## src/rtl/core/pls_pkg.sv

```systemverilog
// Package for the particle life step block: widths, register indexes and
// the flat types shared by the interfaces and the core. No dependencies.
package pls_pkg;

    localparam int FracBitsDefault = 16;
    localparam int ProgBits = 25;
    localparam int DivNumBits = ProgBits + 31;

    typedef enum logic [1:0] {
        REG_GRAVITY = 2'd0,
        REG_GRAVITY_EFFECT = 2'd1,
        REG_ATLAS_ROWS = 2'd2
    } reg_index_t;

    typedef struct packed {
        logic signed [31:0] position_x;
        logic signed [31:0] position_y;
        logic signed [31:0] position_z;
        logic signed [31:0] velocity_x;
        logic signed [31:0] velocity_y;
        logic signed [31:0] velocity_z;
        logic signed [31:0] life_left;
        logic [30:0] life_total;
        logic signed [31:0] camera_x;
        logic signed [31:0] camera_y;
        logic signed [31:0] camera_z;
        logic [30:0] frame_time;
    } particle_in_t;

    typedef struct packed {
        logic alive;
        logic signed [31:0] new_position_x;
        logic signed [31:0] new_position_y;
        logic signed [31:0] new_position_z;
        logic signed [31:0] new_velocity_y;
        logic signed [31:0] new_life_left;
        logic signed [31:0] camera_distance_sq;
        logic [8:0] atlas_frame;
        logic [8:0] atlas_next_frame;
        logic [15:0] frame_blend;
    } particle_out_t;

    function automatic logic signed [31:0] sat32(input logic signed [67:0] v);
        if (v > 68'sd2147483647) begin
            return 32'sh7fffffff;
        end
        if (v < -68'sd2147483648) begin
            return 32'sh80000000;
        end
        return v[31:0];
    endfunction

endpackage

```

## src/rtl/core/pls_divider.sv

```systemverilog
// Pipelined restoring divider for the atlas progression, one quotient bit
// per stage, moving under a shared enable. Depends on pls_pkg.
module pls_divider
    import pls_pkg::*;
#(
    parameter int SideBits = 8
) (
    input  logic clk,
    input  logic rst_n,
    input  logic en,
    input  logic in_valid,
    input  logic [DivNumBits-1:0] in_num,
    input  logic [30:0] in_den,
    input  logic [SideBits-1:0] in_side,
    output logic out_valid,
    output logic [ProgBits-1:0] out_quot,
    output logic [SideBits-1:0] out_side
);
    logic [ProgBits:0] v_reg;
    logic [ProgBits-1:0] low_reg [ProgBits+1];
    logic [ProgBits-1:0] quot_reg [ProgBits+1];
    logic [31:0] rem_reg [ProgBits+1];
    logic [30:0] den_reg [ProgBits+1];
    logic [SideBits-1:0] side_reg [ProgBits+1];
    logic [32:0] trial [ProgBits];
    logic [32:0] diff [ProgBits];

    always_ff @(posedge clk or negedge rst_n) begin
        if (!rst_n) begin
            v_reg <= '0;
        end
        else if (en) begin
            v_reg <= {v_reg[ProgBits-1:0], in_valid};
        end
    end

    always_comb begin
        for (int s = 0; s < ProgBits; s++) begin
            trial[s] = {rem_reg[s], low_reg[s][ProgBits-1-s]};
            diff[s] = trial[s] - {2'b00, den_reg[s]};
        end
    end

    // The numerator's top 31 bits are below the divisor, so they seed the
    // remainder and only the low quotient bits need a stage each.
    always_ff @(posedge clk) begin
        if (en) begin
            low_reg[0] <= in_num[ProgBits-1:0];
            rem_reg[0] <= {1'b0, in_num[DivNumBits-1:ProgBits]};
            den_reg[0] <= in_den;
            quot_reg[0] <= '0;
            side_reg[0] <= in_side;
            for (int s = 0; s < ProgBits; s++) begin
                low_reg[s+1] <= low_reg[s];
                den_reg[s+1] <= den_reg[s];
                side_reg[s+1] <= side_reg[s];
                if (!diff[s][32]) begin
                    rem_reg[s+1] <= diff[s][31:0];
                    quot_reg[s+1] <= quot_reg[s] | (ProgBits'(1) << (ProgBits-1-s));
                end
                else begin
                    rem_reg[s+1] <= trial[s][31:0];
                    quot_reg[s+1] <= quot_reg[s];
                end
            end
        end
    end

    assign out_valid = v_reg[ProgBits];
    assign out_quot = quot_reg[ProgBits];
    assign out_side = side_reg[ProgBits];
endmodule
```

## config.mk

```make
export PLATFORM = sky130hd
export DESIGN_NAME = pls_divider
export DESIGN_NICKNAME = d
export VERILOG_FILES = /design/src/rtl/core/pls_pkg.sv /design/src/rtl/core/pls_divider.sv
export SDC_FILE = /design/constraint.sdc
export NUM_CORES = 2
export LEC_CHECK = 0
export BUFFER_PORTS_ARGS = -buffer_cell sky130_fd_sc_hd__buf_2
export CAP_MARGIN = 20
export CORE_AREA = 2 2 455 457
export CTS_BUF_LIST = sky130_fd_sc_hd__clkbuf_4 sky130_fd_sc_hd__clkbuf_8 sky130_fd_sc_hd__clkbuf_16
export CTS_CLUSTER_SIZE = 8
export DETAILED_ROUTE_END_ITERATION = 8
export DIE_AREA = 0 0 457 459
export PLACE_DENSITY = 0.87
export SLEW_MARGIN = 20
export SYNTH_ARGS = -nofsm -noshare
export SYNTH_HDL_FRONTEND = slang
export SYNTH_SLANG_ARGS = --single-unit
```

## constraint.sdc

```tcl
create_clock -name clk -period 5 [get_ports clk]
set_clock_uncertainty 0.2 [all_clocks]
set_input_delay 1 -clock clk [delete_from_list [all_inputs] [get_ports clk]]
set_output_delay 1 -clock clk [all_outputs]
set_load 0.05 [all_outputs]
```

# After elaboration in Yosys (flattened, before gate mapping)
# Memories as Yosys holds them, arrays and structs flattened.
# Cells that the tools add are included.
[totals]
regBits = 26
ramBits = 3146
input_bits = 99
out_inout_bits = 34
word_cells = 283
mem_count = 5
[op_classes]
addsub = 25
n_mux = 202
bitwise_logic = 50
[mem_list]
columns = ["name", "depth", "width", "read_ports", "rd_ports_with_merged_regs", "wr", "line", "source"]
rows = [
  ["rem_reg", 26, 32, 25, 0, 26, "pls_divider.sv:22", "logic [31:0] rem_reg [ProgBits+1];"],
  ["den_reg", 26, 31, 25, 0, 26, "pls_divider.sv:23", "logic [30:0] den_reg [ProgBits+1];"],
  ["low_reg", 26, 25, 25, 0, 26, "pls_divider.sv:20", "logic [ProgBits-1:0] low_reg [ProgBits+1];"],
  ["quot_reg", 26, 25, 26, 0, 26, "pls_divider.sv:21", "logic [ProgBits-1:0] quot_reg [ProgBits+1];"],
  ["side_reg", 26, 8, 26, 0, 26, "pls_divider.sv:24", "logic [SideBits-1:0] side_reg [ProgBits+1];"],
]
[ops]
columns = ["cell", "n"]
rows = [
  ["33-bit by 31-bit subtractor with 33-bit output", 25],
  ["32-bit two-way mux", 25],
  ["25-bit two-way mux", 25],
  ["1-bit two-way mux", 152],
  ["1-bit OR", 50],
]

# Depth between registers and ports, before layout
[logic_depth]
depth_word = 5
mapped_depth = 16
depth_no_buf = 15

# Worst setup path after synthesis
# OpenSTA, ideal clock, no wires.
[synth_timing]
kind = "input port to flip-flop"
from = "in en"
to = "mem quot_reg[24][1] (netlist: quot_reg[1][201]), enable pin"
setup_time_ns = 0.433
t_arrival_ns = 3.628
t_required_ns = 4.367
setup_slack_ns = 0.739
cell_stages = 5
path_buffers = 5
cell_sequence = "clkbuf_1 > clkbuf_1 > clkbuf_1 > clkbuf_1 > clkbuf_1"
[synth_rtl]
columns = ["element", "line", "source"]
rows = [
  ["start, declared", "pls_divider.sv:10", "input logic en,"],
  ["end, declared", "pls_divider.sv:21", ""],
]

==> results.txt <==
----------------------------------------------------
[Status]
  Run status ... finished with violations
  Failing checks ... DRC

[Cells and area]
  Number of flip-flops under the largest register name ... 799
  Share of post-route cells with drive strength above 1 ... 0.0889
  Layout net count ... 11400
  P&R area growth vs syn ... 12.1%
  Fill cell count ... 14100

[Timing]
  Worst Hold Margin ... 0.0819 ns
  Number of max-slew violations in the final report ... 0
  Final setup violation count ... 0
  Relative slew slack ... 0.238
  RSZ-0062 raised after global routing ... no
  Setup_tns ... 0 ns
  Maximum operating frequency ... 213 MHz
  Period utilisation layout ... 0.940
  Worst-Margin Slew ... 1.13 ns
  Final Hold Viols ... 0
  Min cycle time layout ... 4.70 ns

[Global routing]
  Global routing usage summed across all routing layers ... 0.263
  Largest net degree at the start of global routing ... 169
  Overflow after GRT ... 0
  Antenna violations before repair ... 5
  Via count of the first global-routing pass ... 81600
  Global-route wire length before repair ... 436 mm

[Detailed routing]
  Detailed-routing iteration count for the pre-antenna-repair pass ... 8
  Final routed wirelength across all metal layers ... 278 mm
  Routed vias ... 79900
  Detail Route Antenna Nets ... 0
  WL/cell ... 21.1 µm
  Via density ... 6.05
  Initial detailed-routing violation count ... 7342
  Remaining design rule violation count ... 2

[Placed design]
  Placer Congestion ... 0.972
  Final HPWL DP ... 193 mm
  Number of port buffers ... 132

[Worst setup path]
  Category of cells accounting for the largest share of critical-path delay ... compound AO/OA/AOI/OAI gates
  Cell-by-cell trace of the critical path ... inv_1 > ha_1 > fa_1 > nand2b_1 > a21oi_1 > o41a_1 > o211a_1 > nor3_1 > o41a_1 > o21ai_0 > xnor2_1 > nand2_1 > buf_12 > mux2_2
  Startpoint Class ... flip-flop
  Crit end category ... flip-flop
  Master of the slowest instance on the critical path ... o41a_1
  Bufs and invs on worst path ... 2
  Worst Path Max Fanout ... 35
  Required time of the critical path ... 5.49 ns
  Internal reg-to-reg setup slack ... 0.30 ns
  Worst Reg-to-Reg Cells ... 14
  Most common cell type on the critical path ... o41a_1
  Endpoint of the most critical setup path ... rem_reg[1][78]
  Critical path depth in cells ... 14
  Startpoint of the worst setup timing path ... low_reg[1][32]
  Worst path arrival time ... 5.19 ns
  Kind of critical path ... reg -> reg
  Reg-to-reg startpoint ... low_reg[1][32]
  Terminus of the critical flop-to-flop path ... rem_reg[1][78]
  Delay of the slowest cell on the worst path ... 0.51 ns

[Power]
  Reported leakage power ... 55.3 nW
  Maximum VDD drop ... 0.000461 V
  Power density over the cells ... 657 nW/µm²

[Logic synthesis]
  Count of state elements after synthesis ... 2458
  Warnings, synthesis ... 0
  Share of synthesized area occupied by flip-flops and latches ... 0.601
  Main flop type after synthesis ... edfxtp_1
  Cell types with the largest area share after synthesis ... edfxtp_1, ha_1, a21oi_1
  Library cell with the highest instance count after synthesis ... edfxtp_1
  Mapped Nets ... 10900
  Share of synthesized flip-flops with an asynchronous set or reset ... 0.0106
  Synth area leader ... edfxtp_1
  Synth cell types ... 81
  Post-synthesis cell count ... 10000
  Number of enable-type register cells in the synthesized netlist ... 2432
  Synth Cell Area ... 123000 µm²
  Yosys top cell area share ... 0.596
  Leading cell types by count after synthesis ... edfxtp_1, inv_1, a21oi_1
  Post-synthesis area per instance ... 12.2 µm²

[Clock tree]
  Clock buffer count from CTS ... 358
  Number of clock sinks ... 2458
  H-tree depth ... 5
  Clock tree from TritonCTS ... done
  Source-to-sink clock delay at the later pin of the worst-skew pair ... 0.99 ns
  Clock buffer depth ... 4
  Cell at the root of the clock tree ... clkbuf_16
  Reg clk slew, reported paths ... 0.05 ns

[Floorplanning]
  Std-Cell Core Area ... 206000 µm²
  Chip Width ... 457 µm
  Row count ... 167
  Height of the chip ... 459 µm
  Area enclosed by the die boundary ... 210000 µm²
  Initial cell density of the core ... 0.596
  Top-level port count ... 133

[Job]
  Number of max-cap violations ... 0

[Worst hold path]
  Worst hold-check path type ... in -> reg

----------------------------------------------------
worst reg2reg max path: cells and delay by family (launching register included):
kind / cells / cell delay (ns)
simple gates: 3 / 0.47
compound gates: 5 / 1.81
buf+inv: 2 / 0.31
xor+xnor: 1 / 0.09
flops: 1 / 0.42
fa+ha+maj: 2 / 0.70
mux: 1 / 0.42
metal layers:
metal	up-vias	routed length (µm)	global-route usage
met3	938	15000	0.0420
met5	-	10	0
met2	3263	146000	0.484
met4	2	16000	0.145
met1	38300	101000	0.288
li1	37400	-	-
cell usage in the layout, fill, tap and decap left out, drive strengths merged, types with 18 or more instances in the layout:
cell type / n
dfrtp: 26
fa: 24
ha: 774
buf: 255
a211oi: 73
or3: 31
clkbuf: 390
and3: 65
a31o: 18
nand2: 687
xor2: 256
nor2: 563
nor3: 86
a221oi: 18
and4: 19
nor2b: 131
mux2: 201
o31ai: 89
a31oi: 87
nand4: 71
nand3: 103
or2: 30
o211ai: 63
o31a: 25
a21oi: 803
a21o: 378
a211o: 20
xnor2: 390
o2111ai: 19
edfxtp: 2432
o21bai: 101
nand2b: 128
o21a: 113
o21ai: 663
inv: 991
a21boi: 21
dlygate4sd3: 95
and2: 46
logic make-up after synthesis:
family                   share of synthesized area
AO/OA/AOI/OAI                                0.134
XOR/XNOR                                    0.0462
adder cells (fa/ha/maj)                     0.0830
buffers and inverters                       0.0397
flip-flops                                   0.601
multiplexers                                0.0195
AND/OR/NAND/NOR                             0.0765
per-stage QoR:
| step | utilization | worst slack, ns | cell area, µm² | total power [mW] | instances |
|---|---|---|---|---|---|
| 2_1_floorplan | - | 0.739 | 123000 | 58.2 | 10000 |
| 3_3_place_gp | 0.617 | 0.422 | 127000 | 66.8 | 12700 |
| 3_5_place_dp | 0.617 | 0.411 | 127000 | 68.2 | 12700 |
| 4_1_cts | 0.668 | 0.197 | 137000 | 90.0 | 13200 |
| 5_1_grt | 0.668 | 0.0749 | 137000 | 95.3 | 13200 |
| 6_report | 0.668 | 0.298 | 137000 | 90.2 | 13200 |
how the worst min path moves through the flow:
stage,startpoint,end,slack (ns),cells after the start
floorplan,low_reg[0][75],low_reg[0][100],0.20,0
global placement,low_reg[0][142],low_reg[0][167],0.20,0
detailed placement,low_reg[0][93],low_reg[0][118],0.20,0
CTS,in_num[52],rem_reg[0][27],0.007,1
global route,in_num[52],rem_reg[0][27],0.02,1
finish,in_num[52],rem_reg[0][27],0.08,1
cell type report:
cell class	count	area [µm²]	share of cell area
Tap cell	2704	3380	0.0246
Clock buffer	390	9270	0.0675
Timing Repair Buffer	350	3010	0.0219
Antenna cell	4	10.0	0.0000729
Inverter	988	3710	0.0270
Multi-Input combinational cell	6304	44000	0.321
Clock inverter	15	175	0.00128
Sequential cell	2458	73700	0.537
report_power, final:
group | switching, mW | internal [mW] | leakage (nW)
combinational | 21.1 | 15.6 | 26.6
clock | 8.17 | 12.9 | 4.67
sequential | 2.93 | 29.5 | 24.1
total | 32.2 | 58.0 | 55.3
what timing repair did:
| item | 4_1_cts | 5_1_grt |
|---|---|---|
| hold buffers | 95 | 0 |
| endpoints found under the hold margin | 120 | 0 |
| endpoints found under the setup margin | 0 | 1 |
| setup buffers | 0 | 0 |
| gates resized for setup | 0 | 1 |
(Power assumes the default switching activity.)
